File: config.mk
export PLATFORM = sky130hd
export DESIGN_NAME = one_euro_adaptive_smoother_core_flat
export DESIGN_NICKNAME = d
export VERILOG_FILES = /design/src/rtl/oes_pkg.sv /design/src/rtl/oes_req_if.sv /design/src/rtl/oes_rsp_if.sv /design/src/rtl/oes_mul.sv /design/src/rtl/oes_div.sv /design/src/rtl/oes_seq.sv /design/src/rtl/one_euro_adaptive_smoother_core.sv /design/src/flat_wrapper.sv
export SDC_FILE = /design/constraint.sdc
export NUM_CORES = 2
export LEC_CHECK = 0
export BUFFER_PORTS_ARGS = -buffer_cell sky130_fd_sc_hd__buf_2
export CORE_ASPECT_RATIO = 0.6
export CORE_UTILIZATION = 45
export DETAILED_ROUTE_END_ITERATION = 6
export HOLD_SLACK_MARGIN = 0.02
export PLACE_DENSITY = 0.65
export SYNTH_ARGS = -nofsm -noshare
export SYNTH_HDL_FRONTEND = slang
export SYNTH_SLANG_ARGS = --single-unit
File: constraint.sdc
create_clock -name clock -period 8.66 [get_ports clock]
set_input_delay 0.433 -clock clock [delete_from_list [all_inputs] [get_ports clock]]
set_output_delay 0.433 -clock clock [all_outputs]
set_load 0.1 [all_outputs]
File: src/rtl/oes_pkg.sv
`timescale 1ns / 1ps
// ----------------------------------------------------------------------------
// One euro smoother package
// Widths, reset values, constants and the structs that pass between the
// sequencer, the core, the bit-serial multiplier and the bit-serial divider.
// ----------------------------------------------------------------------------
package oes_pkg;

   localparam int VAL_W   = 24;  // Q8.16 sample and output
   localparam int RATE_W  = 40;  // Q24.16 derivative
   localparam int CFG_W   = 24;  // every register
   localparam int FC_W    = 32;  // Q16.16 cutoff
   localparam int ALPHA_W = 25;  // Q1.24 alpha, 0 to 1 inclusive
   localparam int SER_W   = 25;  // serial operand of the multiplier
   localparam int PAR_W   = 41;  // parallel operand of the multiplier
   localparam int PROD_W  = SER_W + PAR_W;
   localparam int STEP_W  = PROD_W - 24;
   localparam int NUM_W   = 49;  // dividend
   localparam int DEN_W   = 44;  // divisor
   localparam int CSR_AW  = 4;
   localparam int CSR_DW  = 32;

   localparam logic [CFG_W-1:0] MIN_CUTOFF_RST  = 24'd65536;
   localparam logic [CFG_W-1:0] SPEED_COEFF_RST = 24'd459;
   localparam logic [CFG_W-1:0] DERIV_CUTOFF_RST = 24'd65536;
   localparam logic [CFG_W-1:0] SAMPLE_PERIOD_RST = 24'd559241;

   localparam logic [22:0]        TWO_PI_Q20 = 23'd6588397;
   localparam logic [ALPHA_W-1:0] ALPHA_ONE  = {1'b1, {(ALPHA_W-1){1'b0}}};
   localparam logic signed [RATE_W-1:0] RATE_MAX = {1'b0, {(RATE_W-1){1'b1}}};
   localparam logic signed [RATE_W-1:0] RATE_MIN = {1'b1, {(RATE_W-1){1'b0}}};

   typedef struct packed {
      logic [CFG_W-1:0] min_cutoff;
      logic [CFG_W-1:0] speed_coefficient;
      logic [CFG_W-1:0] derivative_cutoff;
      logic [CFG_W-1:0] sample_period;
   } oes_cfg_type;

   typedef struct packed {
      logic                    start;
      logic [SER_W-1:0]        ser_op;
      logic signed [PAR_W-1:0] par_op;
   } oes_mul_req_type;

   typedef struct packed {
      logic                     done;
      logic signed [PROD_W-1:0] product;
   } oes_mul_rsp_type;

   typedef struct packed {
      logic             start;
      logic [NUM_W-1:0] num;
      logic [DEN_W-1:0] den;
   } oes_div_req_type;

   typedef struct packed {
      logic             done;
      logic [NUM_W-1:0] quot;
   } oes_div_rsp_type;

   typedef struct packed {
      logic                    valid;
      logic signed [VAL_W-1:0] value;
   } oes_res_type;

endpackage

File: src/rtl/oes_req_if.sv
`timescale 1ns / 1ps
// ----------------------------------------------------------------------------
// Sample channel
// Valid/ready channel that carries one raw sample per transfer.
// ----------------------------------------------------------------------------
interface oes_req_if;
   logic                             valid;
   logic                             ready;
   logic signed [oes_pkg::VAL_W-1:0] sample_in;

   modport source (output valid, output sample_in, input ready);
   modport sink   (input valid, input sample_in, output ready);
endinterface

File: src/rtl/oes_rsp_if.sv
`timescale 1ns / 1ps
// ----------------------------------------------------------------------------
// Smoothed sample channel
// Valid/ready channel that carries one filtered sample per transfer.
// ----------------------------------------------------------------------------
interface oes_rsp_if;
   logic                             valid;
   logic                             ready;
   logic signed [oes_pkg::VAL_W-1:0] smoothed_out;

   modport source (output valid, output smoothed_out, input ready);
   modport sink   (input valid, input smoothed_out, output ready);
endinterface

File: src/rtl/oes_mul.sv
`timescale 1ns / 1ps
// ----------------------------------------------------------------------------
// Bit-serial multiplier
// Unsigned serial operand times signed parallel operand, one serial bit per
// cycle, most significant bit first.
// ----------------------------------------------------------------------------
module oes_mul (
   input  logic                     clock,
   input  logic                     reset,
   input  oes_pkg::oes_mul_req_type mul_req,
   output oes_pkg::oes_mul_rsp_type mul_rsp
);
   import oes_pkg::*;

   localparam int CNT_W = $clog2(SER_W + 1);

   logic                     busy_ff, busy_in;
   logic                     done_ff, done_in;
   logic [CNT_W-1:0]         cnt_ff, cnt_in;
   logic [SER_W-1:0]         ser_ff, ser_in;
   logic signed [PAR_W-1:0]  par_ff, par_in;
   logic signed [PROD_W-1:0] acc_ff, acc_in;
   logic signed [PROD_W-1:0] addend;

   always_comb begin
      addend  = ser_ff[SER_W-1] ? PROD_W'(par_ff) : '0;
      busy_in = busy_ff;
      done_in = 1'b0;
      cnt_in  = cnt_ff;
      ser_in  = ser_ff;
      par_in  = par_ff;
      acc_in  = acc_ff;
      if (mul_req.start) begin
         busy_in = 1'b1;
         cnt_in  = CNT_W'(SER_W);
         ser_in  = mul_req.ser_op;
         par_in  = mul_req.par_op;
         acc_in  = '0;
      end else if (busy_ff) begin
         acc_in = (acc_ff <<< 1) + addend;
         ser_in = ser_ff << 1;
         cnt_in = cnt_ff - CNT_W'(1);
         if (cnt_ff == CNT_W'(1)) begin
            busy_in = 1'b0;
            done_in = 1'b1;
         end
      end
   end

   always_ff @(posedge clock) begin
      if (reset) begin
         busy_ff <= 1'b0;
         done_ff <= 1'b0;
         cnt_ff  <= '0;
      end else begin
         busy_ff <= busy_in;
         done_ff <= done_in;
         cnt_ff  <= cnt_in;
      end
   end

   always_ff @(posedge clock) begin
      ser_ff <= ser_in;
      par_ff <= par_in;
      acc_ff <= acc_in;
   end

   assign mul_rsp.done    = done_ff;
   assign mul_rsp.product = acc_ff;

   a_start_when_idle: assert property (@(posedge clock) disable iff (reset)
      mul_req.start |-> !busy_ff)
      else $error("multiplier started while busy");

endmodule

File: src/rtl/oes_div.sv
`timescale 1ns / 1ps
// ----------------------------------------------------------------------------
// Bit-serial divider
// Restoring division, one quotient bit per cycle. The dividend register
// fills with quotient bits from the bottom as it shifts out at the top.
// ----------------------------------------------------------------------------
module oes_div (
   input  logic                     clock,
   input  logic                     reset,
   input  oes_pkg::oes_div_req_type div_req,
   output oes_pkg::oes_div_rsp_type div_rsp
);
   import oes_pkg::*;

   localparam int CNT_W = $clog2(NUM_W + 1);

   logic             busy_ff, busy_in;
   logic             done_ff, done_in;
   logic [CNT_W-1:0] cnt_ff, cnt_in;
   logic [NUM_W-1:0] num_ff, num_in;
   logic [DEN_W-1:0] den_ff, den_in;
   logic [DEN_W-1:0] rem_ff, rem_in;
   logic [DEN_W:0]   rem_sh;
   logic [DEN_W:0]   rem_sub;
   logic             fits;

   always_comb begin
      rem_sh  = {rem_ff, num_ff[NUM_W-1]};
      rem_sub = rem_sh - {1'b0, den_ff};
      fits    = (rem_sh >= {1'b0, den_ff});
      busy_in = busy_ff;
      done_in = 1'b0;
      cnt_in  = cnt_ff;
      num_in  = num_ff;
      den_in  = den_ff;
      rem_in  = rem_ff;
      if (div_req.start) begin
         busy_in = 1'b1;
         cnt_in  = CNT_W'(NUM_W);
         num_in  = div_req.num;
         den_in  = div_req.den;
         rem_in  = '0;
      end else if (busy_ff) begin
         // The remainder stays below the divisor, so it fits the divisor width.
         rem_in = fits ? rem_sub[DEN_W-1:0] : rem_sh[DEN_W-1:0];
         num_in = {num_ff[NUM_W-2:0], fits};
         cnt_in = cnt_ff - CNT_W'(1);
         if (cnt_ff == CNT_W'(1)) begin
            busy_in = 1'b0;
            done_in = 1'b1;
         end
      end
   end

   always_ff @(posedge clock) begin
      if (reset) begin
         busy_ff <= 1'b0;
         done_ff <= 1'b0;
         cnt_ff  <= '0;
      end else begin
         busy_ff <= busy_in;
         done_ff <= done_in;
         cnt_ff  <= cnt_in;
      end
   end

   always_ff @(posedge clock) begin
      num_ff <= num_in;
      den_ff <= den_in;
      rem_ff <= rem_in;
   end

   assign div_rsp.done = done_ff;
   assign div_rsp.quot = num_ff;

   a_start_when_idle: assert property (@(posedge clock) disable iff (reset)
      div_req.start |-> !busy_ff)
      else $error("divider started while busy");

endmodule

File: src/rtl/oes_seq.sv
`timescale 1ns / 1ps
// ----------------------------------------------------------------------------
// One euro smoother sequencer
// Holds the filter state and steps one sample through derivative, alpha,
// blend and cutoff, issuing work to the shared serial multiplier and divider.
// ----------------------------------------------------------------------------
module oes_seq (
   input  logic                             clock,
   input  logic                             reset,
   input  oes_pkg::oes_cfg_type             cfg,
   input  logic                             in_valid,
   output logic                             in_ready,
   input  logic signed [oes_pkg::VAL_W-1:0] in_sample,
   input  logic                             out_free,
   output oes_pkg::oes_res_type             res,
   output oes_pkg::oes_mul_req_type         mul_req,
   input  oes_pkg::oes_mul_rsp_type         mul_rsp,
   output oes_pkg::oes_div_req_type         div_req,
   input  oes_pkg::oes_div_rsp_type         div_rsp
);
   import oes_pkg::*;

   typedef enum logic [3:0] {
      ST_IDLE,
      ST_RATE_DIV,
      ST_ALPHA_LAUNCH,
      ST_T_MUL,
      ST_W_MUL,
      ST_ALPHA_DIV,
      ST_BLEND,
      ST_CUT_LAUNCH,
      ST_CUT_MUL,
      ST_FINISH
   } state_type;

   state_type               state_ff, state_in;
   logic                    first_ff, first_in;
   logic                    value_pass_ff, value_pass_in;
   logic                    neg_ff, neg_in;
   logic signed [VAL_W-1:0] x_ff, x_in;
   logic signed [VAL_W-1:0] last_ff, last_in;
   logic signed [RATE_W-1:0] rate_ff, rate_in;
   logic signed [RATE_W-1:0] dx_ff, dx_in;
   logic [CFG_W-1:0]        dt_ff, dt_in;
   logic [FC_W-1:0]         fc_ff, fc_in;
   oes_mul_req_type         mul_req_ff, mul_req_in;
   oes_div_req_type         div_req_ff, div_req_in;
   oes_res_type             res_ff, res_in;

   logic [CFG_W-1:0]         dt_sel;
   logic signed [VAL_W:0]    diff_val;
   logic [VAL_W:0]           diff_mag;
   logic [NUM_W-1:0]         quot;
   logic                     rate_over;
   logic [56:0]              t_sum;
   logic [39:0]              t_val;
   logic [63:0]              w_sum;
   logic [42:0]              w_val;
   logic [DEN_W-1:0]         d_val;
   logic [ALPHA_W-1:0]       alpha;
   logic signed [PROD_W-1:0] b_sum;
   logic signed [STEP_W-1:0] step;
   logic signed [STEP_W-1:0] rate_sum;
   logic signed [STEP_W-1:0] last_sum;
   logic [RATE_W-1:0]        rate_mag;
   logic [64:0]              c_sum;
   logic [47:0]              c_val;
   logic [48:0]              fc_wide;

   assign in_ready = (state_ff == ST_IDLE);

   always_comb begin
      // A zero period acts as the shortest one.
      dt_sel    = (cfg.sample_period == '0) ? CFG_W'(1) : cfg.sample_period;
      diff_val  = (VAL_W+1)'(in_sample) - (VAL_W+1)'(last_ff);
      diff_mag  = diff_val[VAL_W] ? (VAL_W+1)'(-diff_val) : (VAL_W+1)'(diff_val);
      quot      = div_rsp.quot;
      rate_over = |quot[NUM_W-1:RATE_W-1];
      t_sum     = {1'b0, mul_rsp.product[55:0]} + 57'd32768;
      t_val     = t_sum[55:16];
      w_sum     = {1'b0, mul_rsp.product[62:0]} + 64'd524288;
      w_val     = w_sum[62:20];
      d_val     = DEN_W'(ALPHA_ONE) + DEN_W'(w_val);
      alpha     = ALPHA_ONE - quot[ALPHA_W-1:0];
      b_sum     = mul_rsp.product + {{(PROD_W-24){1'b0}}, 24'h80_0000};
      step      = b_sum[PROD_W-1:24];
      rate_sum  = STEP_W'(rate_ff) + step;
      last_sum  = STEP_W'(last_ff) + step;
      rate_mag  = rate_ff[RATE_W-1] ? RATE_W'(-rate_ff) : RATE_W'(rate_ff);
      c_sum     = {1'b0, mul_rsp.product[63:0]} + 65'd32768;
      c_val     = c_sum[63:16];
      fc_wide   = {1'b0, c_val} + 49'(cfg.min_cutoff);

      state_in         = state_ff;
      first_in         = first_ff;
      value_pass_in    = value_pass_ff;
      neg_in           = neg_ff;
      x_in             = x_ff;
      last_in          = last_ff;
      rate_in          = rate_ff;
      dx_in            = dx_ff;
      dt_in            = dt_ff;
      fc_in            = fc_ff;
      mul_req_in       = mul_req_ff;
      mul_req_in.start = 1'b0;
      div_req_in       = div_req_ff;
      div_req_in.start = 1'b0;
      res_in           = res_ff;
      res_in.valid     = 1'b0;

      case (state_ff)
         ST_IDLE: begin
            if (in_valid) begin
               x_in  = in_sample;
               dt_in = dt_sel;
               if (first_ff) begin
                  // The first sample passes through and seeds the state.
                  first_in = 1'b0;
                  last_in  = in_sample;
                  rate_in  = '0;
                  state_in = ST_FINISH;
               end else begin
                  neg_in           = diff_val[VAL_W];
                  // Low bits of |diff| * 2^24 are zero, so the rounding half
                  // of the period simply fills them.
                  div_req_in.start = 1'b1;
                  div_req_in.num   = {diff_mag, 1'b0, dt_sel[CFG_W-1:1]};
                  div_req_in.den   = DEN_W'(dt_sel);
                  state_in         = ST_RATE_DIV;
               end
            end
         end
         ST_RATE_DIV: begin
            if (div_rsp.done) begin
               if (neg_ff) begin
                  dx_in = rate_over ? RATE_MIN : -$signed(quot[RATE_W-1:0]);
               end else begin
                  dx_in = rate_over ? RATE_MAX : $signed(quot[RATE_W-1:0]);
               end
               fc_in         = FC_W'(cfg.derivative_cutoff);
               value_pass_in = 1'b0;
               state_in      = ST_ALPHA_LAUNCH;
            end
         end
         ST_ALPHA_LAUNCH: begin
            mul_req_in.start  = 1'b1;
            mul_req_in.ser_op = SER_W'(dt_ff);
            mul_req_in.par_op = {{(PAR_W-FC_W){1'b0}}, fc_ff};
            state_in          = ST_T_MUL;
         end
         ST_T_MUL: begin
            if (mul_rsp.done) begin
               mul_req_in.start  = 1'b1;
               mul_req_in.ser_op = SER_W'(TWO_PI_Q20);
               mul_req_in.par_op = {1'b0, t_val};
               state_in          = ST_W_MUL;
            end
         end
         ST_W_MUL: begin
            if (mul_rsp.done) begin
               // Dividend is 2^48 plus half the divisor.
               div_req_in.start = 1'b1;
               div_req_in.num   = {1'b1, 5'b0, d_val[DEN_W-1:1]};
               div_req_in.den   = d_val;
               state_in         = ST_ALPHA_DIV;
            end
         end
         ST_ALPHA_DIV: begin
            if (div_rsp.done) begin
               mul_req_in.start  = 1'b1;
               mul_req_in.ser_op = alpha;
               if (value_pass_ff) begin
                  mul_req_in.par_op = PAR_W'(x_ff) - PAR_W'(last_ff);
               end else begin
                  mul_req_in.par_op = PAR_W'(dx_ff) - PAR_W'(rate_ff);
               end
               state_in = ST_BLEND;
            end
         end
         ST_BLEND: begin
            // prev + round(alpha * (x - prev)) stays between x and prev,
            // so no saturation is needed here.
            if (mul_rsp.done) begin
               if (value_pass_ff) begin
                  last_in  = last_sum[VAL_W-1:0];
                  state_in = ST_FINISH;
               end else begin
                  rate_in  = rate_sum[RATE_W-1:0];
                  state_in = ST_CUT_LAUNCH;
               end
            end
         end
         ST_CUT_LAUNCH: begin
            mul_req_in.start  = 1'b1;
            mul_req_in.ser_op = SER_W'(cfg.speed_coefficient);
            mul_req_in.par_op = {1'b0, rate_mag};
            state_in          = ST_CUT_MUL;
         end
         ST_CUT_MUL: begin
            if (mul_rsp.done) begin
               fc_in         = (|fc_wide[48:FC_W]) ? '1 : fc_wide[FC_W-1:0];
               value_pass_in = 1'b1;
               state_in      = ST_ALPHA_LAUNCH;
            end
         end
         ST_FINISH: begin
            if (out_free) begin
               res_in.valid = 1'b1;
               res_in.value = last_ff;
               state_in     = ST_IDLE;
            end
         end
         default: begin
            state_in = ST_IDLE;
         end
      endcase
   end

   always_ff @(posedge clock) begin
      if (reset) begin
         state_ff      <= ST_IDLE;
         first_ff      <= 1'b1;
         value_pass_ff <= 1'b0;
         last_ff       <= '0;
         rate_ff       <= '0;
         mul_req_ff    <= '0;
         div_req_ff    <= '0;
         res_ff        <= '0;
      end else begin
         state_ff      <= state_in;
         first_ff      <= first_in;
         value_pass_ff <= value_pass_in;
         last_ff       <= last_in;
         rate_ff       <= rate_in;
         mul_req_ff    <= mul_req_in;
         div_req_ff    <= div_req_in;
         res_ff        <= res_in;
      end
      neg_ff <= neg_in;
      x_ff   <= x_in;
      dx_ff  <= dx_in;
      dt_ff  <= dt_in;
      fc_ff  <= fc_in;
   end

   assign mul_req = mul_req_ff;
   assign div_req = div_req_ff;
   assign res     = res_ff;

   a_one_unit_at_a_time: assert property (@(posedge clock) disable iff (reset)
      !(mul_req_ff.start && div_req_ff.start))
      else $error("multiplier and divider started together");

   a_result_into_free_slot: assert property (@(posedge clock) disable iff (reset)
      res_ff.valid |-> $past(out_free))
      else $error("result issued while output register was held");

endmodule

File: src/rtl/one_euro_adaptive_smoother_core.sv
`timescale 1ns / 1ps
// ----------------------------------------------------------------------------
// One euro adaptive smoother
// Adaptive low-pass filter whose cutoff rises with the smoothed derivative.
// Holds the configuration registers and the output register.
//
//   Channel   Direction  Handshake              Payload
//   req_chan  in         valid/ready            sample_in, signed Q8.16
//   rsp_chan  out        valid/ready            smoothed_out, signed Q8.16
//   APB       in/out     psel/penable, pready=1 4 regs of 24 bits at 4*i
//
// The first sample after reset passes straight through to the result.
// Each later sample takes one serial divide for the derivative, then two
// alpha evaluations (two serial multiplies and a divide each), two blends
// and one cutoff multiply.
// Reset is synchronous and clears the filter to its first-sample state.
// A finished result waits in the output register while the next sample is
// accepted; a stalled output holds only the final hand-off of the next one.
// ----------------------------------------------------------------------------
module one_euro_adaptive_smoother_core (
   input  logic                        clock,
   input  logic                        reset,
   oes_req_if.sink                     req_chan,
   oes_rsp_if.source                   rsp_chan,
   input  logic                        psel,
   input  logic                        penable,
   input  logic                        pwrite,
   input  logic [oes_pkg::CSR_AW-1:0]  paddr,
   input  logic [oes_pkg::CSR_DW-1:0]  pwdata,
   output logic [oes_pkg::CSR_DW-1:0]  prdata,
   output logic                        pready
);
   import oes_pkg::*;

   typedef enum logic [1:0] {
      CSR_MIN_CUTOFF,
      CSR_SPEED_COEFF,
      CSR_DERIV_CUTOFF,
      CSR_SAMPLE_PERIOD
   } csr_index_type;

   logic [CFG_W-1:0] min_cutoff_ff, min_cutoff_in;
   logic [CFG_W-1:0] speed_coeff_ff, speed_coeff_in;
   logic [CFG_W-1:0] deriv_cutoff_ff, deriv_cutoff_in;
   logic [CFG_W-1:0] sample_period_ff, sample_period_in;
   logic             out_valid_ff, out_valid_in;
   logic signed [VAL_W-1:0] out_data_ff, out_data_in;

   csr_index_type    csr_index;
   logic             csr_write;
   logic [CFG_W-1:0] csr_read_val;
   logic             out_free;
   oes_cfg_type      cfg_bus;
   oes_res_type      res_bus;
   oes_mul_req_type  mul_req;
   oes_mul_rsp_type  mul_rsp;
   oes_div_req_type  div_req;
   oes_div_rsp_type  div_rsp;

   assign csr_index = csr_index_type'(paddr[CSR_AW-1:2]);
   assign csr_write = psel && penable && pwrite;
   assign pready    = 1'b1;

   always_comb begin
      min_cutoff_in    = min_cutoff_ff;
      speed_coeff_in   = speed_coeff_ff;
      deriv_cutoff_in  = deriv_cutoff_ff;
      sample_period_in = sample_period_ff;
      case (csr_index)
         CSR_MIN_CUTOFF:    csr_read_val = min_cutoff_ff;
         CSR_SPEED_COEFF:   csr_read_val = speed_coeff_ff;
         CSR_DERIV_CUTOFF:  csr_read_val = deriv_cutoff_ff;
         CSR_SAMPLE_PERIOD: csr_read_val = sample_period_ff;
         default:           csr_read_val = '0;
      endcase
      if (csr_write) begin
         case (csr_index)
            CSR_MIN_CUTOFF:    min_cutoff_in    = pwdata[CFG_W-1:0];
            CSR_SPEED_COEFF:   speed_coeff_in   = pwdata[CFG_W-1:0];
            CSR_DERIV_CUTOFF:  deriv_cutoff_in  = pwdata[CFG_W-1:0];
            CSR_SAMPLE_PERIOD: sample_period_in = pwdata[CFG_W-1:0];
            default: begin
            end
         endcase
      end
   end

   assign prdata = {{(CSR_DW-CFG_W){1'b0}}, csr_read_val};

   assign cfg_bus.min_cutoff        = min_cutoff_ff;
   assign cfg_bus.speed_coefficient = speed_coeff_ff;
   assign cfg_bus.derivative_cutoff = deriv_cutoff_ff;
   assign cfg_bus.sample_period     = sample_period_ff;

   // The output register is free when empty or when its transfer completes now.
   assign out_free = !out_valid_ff || rsp_chan.ready;

   always_comb begin
      out_valid_in = out_valid_ff;
      out_data_in  = out_data_ff;
      if (res_bus.valid) begin
         out_valid_in = 1'b1;
         out_data_in  = res_bus.value;
      end else if (rsp_chan.ready) begin
         out_valid_in = 1'b0;
      end
   end

   always_ff @(posedge clock) begin
      if (reset) begin
         min_cutoff_ff    <= MIN_CUTOFF_RST;
         speed_coeff_ff   <= SPEED_COEFF_RST;
         deriv_cutoff_ff  <= DERIV_CUTOFF_RST;
         sample_period_ff <= SAMPLE_PERIOD_RST;
         out_valid_ff     <= 1'b0;
      end else begin
         min_cutoff_ff    <= min_cutoff_in;
         speed_coeff_ff   <= speed_coeff_in;
         deriv_cutoff_ff  <= deriv_cutoff_in;
         sample_period_ff <= sample_period_in;
         out_valid_ff     <= out_valid_in;
      end
      out_data_ff <= out_data_in;
   end

   assign rsp_chan.valid        = out_valid_ff;
   assign rsp_chan.smoothed_out = out_data_ff;

   oes_seq u_seq (
      .clock     (clock),
      .reset     (reset),
      .cfg       (cfg_bus),
      .in_valid  (req_chan.valid),
      .in_ready  (req_chan.ready),
      .in_sample (req_chan.sample_in),
      .out_free  (out_free),
      .res       (res_bus),
      .mul_req   (mul_req),
      .mul_rsp   (mul_rsp),
      .div_req   (div_req),
      .div_rsp   (div_rsp)
   );

   oes_mul u_mul (
      .clock   (clock),
      .reset   (reset),
      .mul_req (mul_req),
      .mul_rsp (mul_rsp)
   );

   oes_div u_div (
      .clock   (clock),
      .reset   (reset),
      .div_req (div_req),
      .div_rsp (div_rsp)
   );

   a_no_overwrite: assert property (@(posedge clock) disable iff (reset)
      res_bus.valid |-> !out_valid_ff)
      else $error("result written over an untaken output");

endmodule

File: src/flat_wrapper.sv
// flat-port wrapper written by rule: the top's interface ports become plain ports
module one_euro_adaptive_smoother_core_flat import oes_pkg::*;
  (clock, reset, psel, penable, pwrite, paddr, pwdata, prdata, pready, req_chan_valid, req_chan_sample_in, req_chan_ready, rsp_chan_valid, rsp_chan_smoothed_out, rsp_chan_ready);
  oes_req_if req_chan_i ();
  oes_rsp_if rsp_chan_i ();
  input  logic clock;
  input  logic reset;
  input  logic psel;
  input  logic penable;
  input  logic pwrite;
  input  logic [oes_pkg::CSR_AW-1:0] paddr;
  input  logic [oes_pkg::CSR_DW-1:0] pwdata;
  output logic [oes_pkg::CSR_DW-1:0] prdata;
  output logic pready;
  input wire logic [$bits(req_chan_i.valid)-1:0] req_chan_valid;
  input wire logic [$bits(req_chan_i.sample_in)-1:0] req_chan_sample_in;
  output wire logic [$bits(req_chan_i.ready)-1:0] req_chan_ready;
  output wire logic [$bits(rsp_chan_i.valid)-1:0] rsp_chan_valid;
  output wire logic [$bits(rsp_chan_i.smoothed_out)-1:0] rsp_chan_smoothed_out;
  input wire logic [$bits(rsp_chan_i.ready)-1:0] rsp_chan_ready;
  assign req_chan_i.valid = req_chan_valid;
  assign req_chan_i.sample_in = req_chan_sample_in;
  assign req_chan_ready = req_chan_i.ready;
  assign rsp_chan_valid = rsp_chan_i.valid;
  assign rsp_chan_smoothed_out = rsp_chan_i.smoothed_out;
  assign rsp_chan_i.ready = rsp_chan_ready;
  one_euro_adaptive_smoother_core u_core (.clock(clock), .reset(reset), .req_chan(req_chan_i), .rsp_chan(rsp_chan_i), .psel(psel), .penable(penable), .pwrite(pwrite), .paddr(paddr), .pwdata(pwdata), .prdata(prdata), .pready(pready));
endmodule
**Word-level counts from Yosys, hierarchy flattened**

Index checks and enable logic that the tools add are counted.

- Reduce and logical (&&, ||, !) cells: 35
- Order comparisons: 1
- Equal/unequal tests: 26
- Muxes and demuxes: 64
- Bitwise gates (word level): 4
- Add/subtract/negate cells: 19

Operators by type and width:

| cell | number |
|---|---|
| 40-bit 2-to-1 mux | 8 |
| 94-bit 2-to-1 mux | 3 |
| 67-bit case mux with 4 select lines | 1 |
| 94-bit case mux with 2 select lines | 1 |
| 67-bit 2-to-1 mux | 2 |
| 24-bit 2-to-1 mux | 5 |
| 25-bit 2-to-1 mux | 4 |
| 49-bit 2-to-1 mux | 2 |
| 32-bit 2-to-1 mux | 3 |
| 24-bit case mux with 4 select lines | 1 |
| 40-bit negator | 2 |
| 40-bit case mux with 2 select lines | 1 |
| 64-bit by 16-bit adder with 64-bit output (second input constant) | 1 |
| 64-bit by 24-bit adder with 64-bit output (second input constant) | 1 |
| 64-bit adder | 1 |
| 64-bit 2-to-1 mux | 1 |
| 32-bit case mux with 2 select lines | 1 |
| 63-bit by 20-bit adder with 63-bit output (second input constant) | 1 |
| 56-bit by 16-bit adder with 56-bit output (second input constant) | 1 |
| 24-bit by 24-bit subtractor with 25-bit output | 2 |
| 48-bit by 24-bit adder with 49-bit output | 1 |
| 24-bit case mux with 2 select lines | 1 |
| 45-bit by 44-bit >= comparator with 1-bit output | 1 |
| 25-bit by 43-bit adder with 44-bit output (first input constant) | 1 |
| other kinds (44) | 103 |

- Output and inout port bits: 59
- Logic and storage cells: 187
- Bits of input ports: 67
- Register bits: 780

**Depth between registers and ports, before layout**

- Depth after elaboration: 6
- Gate-level depth with buffers: 20
- Mapped depth without buffers: 17

**Modules after synthesis**

From an unflattened synthesis, not the netlist that was laid out.

- Cell total of the unflattened synthesis: 5797
- Area, all modules: 51149.1 um^2

Modules (own cells, without submodules):

| module | area an instance (um^2) | cells each | instances | sequential area each (um^2) |
|---|---|---|---|---|
| oes_seq | 28324.7 | 3538 | 1 | 8277.9 |
| oes_mul | 9087.5 | 977 | 1 | 3443.3 |
| oes_div | 8505.7 | 857 | 1 | 3833.7 |
| one_euro_adaptive_smoother_core | 5231.3 | 425 | 1 | 2662.6 |

**Worst setup path after synthesis**

No wires, ideal clock.

- Kind: flip-flop to flip-flop
- Start point: reg u_core.u_mul.acc_ff[28]
- End point: reg u_core.u_seq.fc_ff[23], data pin
- Cell stages (with the launch flop): 21
- Setup time: 0.274 ns
- Period minus slack after synthesis: 4.641 ns
- Path slack: 4.019 ns
- Required time: 8.386 ns
- Buffers on the path: 3
- Arrival time: 4.367 ns
- Cell sequence: dfxtp_1 > buf_2 > and4_1 > clkbuf_2 > nand3_1 > nor2_1 > nand2_1 > nor2_1 > xor2_1 > ha_1 > and3_1 > and2_1 > a221oi_1 > o21ai_0 > a31oi_1 > xor2_1 > a31oi_1 > or3_1 > nor4_4 > buf_4 > a31oi_1

- Word-level cells in the longest chain between the ends: 6

Ends and longest elaborated chain:

| element | line | text |
|---|---|---|
| from (decl) | oes_mul.sv:22 | `logic signed [PROD_W-1:0] acc_ff, acc_in;` |
| from (signal assigned) | oes_mul.sv:65 | `acc_ff <= acc_in;` |
| 64-bit by 16-bit adder with 64-bit output (*) | oes_seq.sv:90 | `c_sum = {1'b0, mul_rsp.product[63:0]} + 65'd32768;` |
| 48-bit by 24-bit adder with 49-bit output (*) | oes_seq.sv:92 | `fc_wide = {1'b0, c_val} + 49'(cfg.min_cutoff);` |
| 17-bit OR reduction | oes_seq.sv:201 | `fc_in = (\|fc_wide[48:FC_W]) ? '1 : fc_wide[FC_W-1:0];` |
| 32-bit 2-to-1 mux (*) | oes_seq.sv:201 |  |
| 32-bit 2-to-1 mux (*) | oes_seq.sv:200 | `if (mul_rsp.done) begin` |
| 32-bit case mux with 2 select lines (*) | oes_seq.sv:111 | `case (state_ff)` |
| named net u_core.u_seq.fc_in[23] | oes_seq.sv:45 | `logic [FC_W-1:0] fc_ff, fc_in;` |
| to (signal assigned) | oes_seq.sv:243 | `fc_ff <= fc_in;` |
| to (decl) | oes_seq.sv:45 |  |

Mark *: on every way through the listed nets, which the timed path passes. The rest lies on a longest branch. The select of a mux whose other input is x is not followed.
A chain may end at the register's enable or synchronous reset.

**Worst setup path in the final report**

- Start point: reg u_core.u_mul.acc_ff[28]
- End point: reg u_core.u_seq.rate_ff[38]

- Word-level cells in the longest chain between the ends: 5

Ends and longest elaborated chain:

| element | line | text |
|---|---|---|
| 64-bit by 24-bit adder with 64-bit output | oes_seq.sv:85 | `b_sum = mul_rsp.product + {{(PROD_W-24){1'b0}}, 24'h80_0000};` |
| 40-bit adder | oes_seq.sv:87 | `rate_sum = STEP_W'(rate_ff) + step;` |
| 40-bit 2-to-1 mux | oes_seq.sv:184 | `if (value_pass_ff) begin` |
| 40-bit 2-to-1 mux | oes_seq.sv:183 | `if (mul_rsp.done) begin` |
| 40-bit case mux with 2 select lines | oes_seq.sv:111 |  |
| to (signal assigned) | oes_seq.sv:234 | `rate_ff <= rate_in;` |
| to (decl) | oes_seq.sv:42 | `logic signed [RATE_W-1:0] rate_ff, rate_in;` |

Every way passes these cells. The select of a mux whose other input is x is not followed.

==> impl_metrics.tcl <==
set metrics [dict create \
    run_status "finished with violations" \
    failing_checks "max-capacitance violations, max-slew violations" \
    placeableCoreArea_mm2 0.108 \
    hold_buffers 43 \
    setup_tns_ns 0 \
    r2r_setup_slack_ns 2.68 \
    yosys.area_share.xor_xnor 0.0811 \
    grt_max_degree 147 \
    clk_pin_slew_worst_paths_ns 0.07 \
    grt_setup_unrepaired "no" \
    worstHoldStart "req_chan_sample_in[21]" \
    initialDrtViolationCount 6643 \
    vias_in_the_first_global_route 39700 \
    drt-wirelength-per-cell_um 25.5 \
    grt_antenna_before_repair 11 \
    tritoncts_clock_tree "done" \
    post-route-drc-count 0 \
    power-per-cell-area_mw_per_mm2 281 \
    worstHoldPathType "in2reg" \
    postSynthAreaPerCell_um2 8.62 \
    clock_insertion_delay_worst_skew_ns 0.73 \
    synth.yosys.seq_area_share 0.367 \
    ys.flop_type "sky130_fd_sc_hd__dfxtp_1" \
    area.growth.synth_to_final_pct 9.27 \
    timing.final.crit_share 0.690 \
    rows 93 \
    layout.area.seq_mm2 0.0182 \
    setup.worst_path.class "reg2reg" \
    hold-path-endpoint "u_core.u_seq.x_ff[21]" \
    floorplan.die.width_um 430 \
    commonest_non_fill_non_tap_cells_in_the_layout "631 x sky130_fd_sc_hd__nand2_1, 529 x sky130_fd_sc_hd__nor2_1, 483 x sky130_fd_sc_hd__a21oi_1" \
    report.final.slew_viol_count 2 \
    fp.dieArea_mm2 0.111 \
    drt-pass1-iter-count 6 \
    main_combinational_cell_family_by_area_after_synthesis "compound AO/OA/AOI/OAI gates" \
    ys_seq_elements 756 \
    max_cap_violations 1 \
    hold_violations 0 \
    netlist_area_mm2 0.0495 \
    nNetsFinal 6055 \
    static-leakage-power_nw 20.6 \
    place.gp.congestion 1.08 \
    floorplan.die.height_um 259 \
    fillCellCount 10200 \
    hold_path_cells 1 \
    required_ns 9.22 \
    worst-endpoint-arrival_ns 6.54 \
    worst_r2r_path_depth 15 \
    timing.critical_path.fanout_max 11 \
    netlist.top_cell.by_area "sky130_fd_sc_hd__edfxtp_1" \
    r2r_end "u_core.u_seq.rate_ff[38]" \
    drive_above_1_share 0.0807 \
    global_route.usage.total 0.316 \
    clock_tree.root_cell "sky130_fd_sc_hd__clkbuf_16" \
    startpoint_type "flop" \
    port_buffers 106 \
    dpl.cell_count 6990 \
    multiInputGateArea_mm2 0.0292 \
    start_util 0.458 \
    finalSetupViolCount 0 \
    synth_top_area_frac 0.184 \
    synth.yosys.warnings 0 \
    grt.overflow.total 0 \
    synth_simple_gate_area_frac 0.184 \
    detailed_place_hpwl_um 139000 \
    worst_slew_pin_slew_ns 1.57 \
    netlist_top_cells_area "sky130_fd_sc_hd__edfxtp_1 18%, sky130_fd_sc_hd__dfxtp_1 18%, sky130_fd_sc_hd__ha_1 7.4%, sky130_fd_sc_hd__xnor2_1 5.0%, sky130_fd_sc_hd__a21oi_1 4.9%" \
    worst_setup_path_startpoint "u_core.u_mul.acc_ff[28]" \
    clock_sink_count 756 \
    routed_wirelength_um 183000 \
    ir_worst_vdd_uv 216 \
    route.antenna.remaining_nets 0 \
    synth.area.mux_share 0.0423 \
    layout_commonest_cell "sky130_fd_sc_hd__nand2_1" \
    finalWorstPathRequiredPeriod_ns 5.98 \
    cts-resized-gates 0 \
    cts_inserted_buffers 77 \
    postSynthCellCount 5747 \
    timing.clock.skew_ns 0.0497 \
    post_synth_fa_ha_maj_area_fraction 0.0772 \
    critical_path.reg2reg.startpoint "u_core.u_mul.acc_ff[28]" \
    vias_per_cell 6.32 \
    synth_compound_gate_area_share 0.202 \
    num_io_pins 126 \
    number_of_distinct_library_cell_variants_in_the_gate_level_netlist_after_synthesis 97 \
    asyncSetResetFlopFracSynth 0 \
    synth_edf_count 304 \
    grt_first_pass_wirelength_um 264000 \
    ctsHtreeMaxLevel 3 \
    clk_path_buf_depth 3 \
    max_freq_ghz 0.167 \
    via_count 45300 \
    post_cts_buffers 0 \
    final_cells 7178 \
    slew-limit-headroom -0.0535 \
    worstSetupEndpointType "flop" \
]
[Yosys cell counts, types with 76 or more instances]
cell type                  number
sky130_fd_sc_hd__a211oi_1     111
sky130_fd_sc_hd__a21o_1       151
sky130_fd_sc_hd__a21oi_1      485
sky130_fd_sc_hd__a31oi_1       84
sky130_fd_sc_hd__clkbuf_1     293
sky130_fd_sc_hd__dfxtp_1      452
sky130_fd_sc_hd__edfxtp_1     304
sky130_fd_sc_hd__ha_1         293
sky130_fd_sc_hd__inv_1        224
sky130_fd_sc_hd__nand2_1      632
sky130_fd_sc_hd__nand3_1      110
sky130_fd_sc_hd__nand4_1       76
sky130_fd_sc_hd__nor2_1       533
sky130_fd_sc_hd__nor3_1       135
sky130_fd_sc_hd__o21ai_0      270
sky130_fd_sc_hd__xnor2_1      285
sky130_fd_sc_hd__xor2_1       174
[per-layer routing]
layer | up-vias | GRT usage | part of all wire
met4 | 8 | 0.0774 | 0.026
met5 | - | 0 | 0.00033
met1 | 21800 | 0.497 | 0.46
met3 | 271 | 0.110 | 0.15
li1 | 20700 | - | -
met2 | 2533 | 0.396 | 0.36
[worst max path at each step]
stage	endpoint	slack, ns	cells after the start
after floorplan	u_core.u_seq.fc_ff[23]	4.02	20
after global placement	u_core.u_seq.rate_ff[35]	3.05	16
after detailed placement	u_core.u_seq.rate_ff[35]	2.96	16
after CTS	u_core.u_seq.rate_ff[35]	2.92	16
after global routing	u_core.u_seq.rate_ff[35]	2.33	16
final	u_core.u_seq.rate_ff[38]	2.68	15
[worst max-delay path, cell delays in order, from the launching register on]
cell and delay, ns:
sky130_fd_sc_hd__dfxtp_1 0.72, sky130_fd_sc_hd__and4_1 0.42, sky130_fd_sc_hd__nand3_1 0.32, sky130_fd_sc_hd__nor2_1 0.37
sky130_fd_sc_hd__xor2_1 0.81, sky130_fd_sc_hd__ha_1 0.43, sky130_fd_sc_hd__and3_1 0.22, sky130_fd_sc_hd__and3_1 0.22
sky130_fd_sc_hd__a221oi_1 0.50, sky130_fd_sc_hd__o31a_1 0.25, sky130_fd_sc_hd__o21ai_0 0.21, sky130_fd_sc_hd__a21oi_1 0.52
sky130_fd_sc_hd__o21ai_0 0.35, sky130_fd_sc_hd__a21oi_1 0.26, sky130_fd_sc_hd__xor2_1 0.15, sky130_fd_sc_hd__o21ai_0 0.08
[registers in the layout (all words and copies together), names as in the netlist, 4 cells and up]
register                      count
u_core.u_seq.dx_ff               40
u_core.u_mul.acc_ff              64
u_core.u_seq.last_ff             24
u_core.min_cutoff_ff             24
u_core.u_seq.res                 25
u_core.u_seq.dt_ff               24
u_core.u_div.rem_ff              44
u_core.u_seq.x_ff                24
u_core.u_div.num_ff              49
u_core.deriv_cutoff_ff           24
u_core.u_seq.fc_ff               32
u_core.u_seq.div_req             70
u_core.speed_coeff_ff            24
u_core.u_seq.rate_ff             40
u_core.u_seq.mul_req             67
u_core.u_mul.par_ff              41
u_core.rsp_chan.smoothed_out     24
u_core.u_seq.state_ff             4
u_core.u_mul.ser_ff              25
u_core.sample_period_ff          24
u_core.u_div.cnt_ff               6
u_core.u_mul.cnt_ff               5
u_core.u_div.den_ff              44
[logic make-up after synthesis]
family	Yosys count
simple gates	1926
xor+xnor	459
mux	170
other cells	2
flops	756
compound gates	1550
buf+inv	583
fa+ha+maj	301
[cell type report]
class	count	area share
Clock inverter	43	0.00987
Antenna cell	2	0.0000924
Sequential cell	756	0.336
Clock buffer	100	0.0398
Timing Repair Buffer	211	0.0268
Tap cell	1425	0.0329
Multi-Input combinational cell	4415	0.539
Inverter	226	0.0157
[power by group]
group | internal (mW) | switching, mW
logic | 2.28 | 4.23
registers | 4.30 | 0.716
clock network | 2.05 | 1.61
total | 8.63 | 6.55
[per-stage QoR]
step	util	setup slack, ns	total power [mW]	instance area (µm²)	hold slack [ns]
after CTS	0.500	2.92	14.9	54100	0.0225
final	0.500	2.68	15.2	54100	0.0668
after floorplan	-	4.02	9.24	49600	0.407
after global placement	0.471	3.05	11.2	51000	0.413
after global routing	0.500	2.33	15.9	54100	0.0259
after detailed placement	0.471	2.96	11.2	51000	0.416
Note: power is estimated with default switching activity, not from simulation.
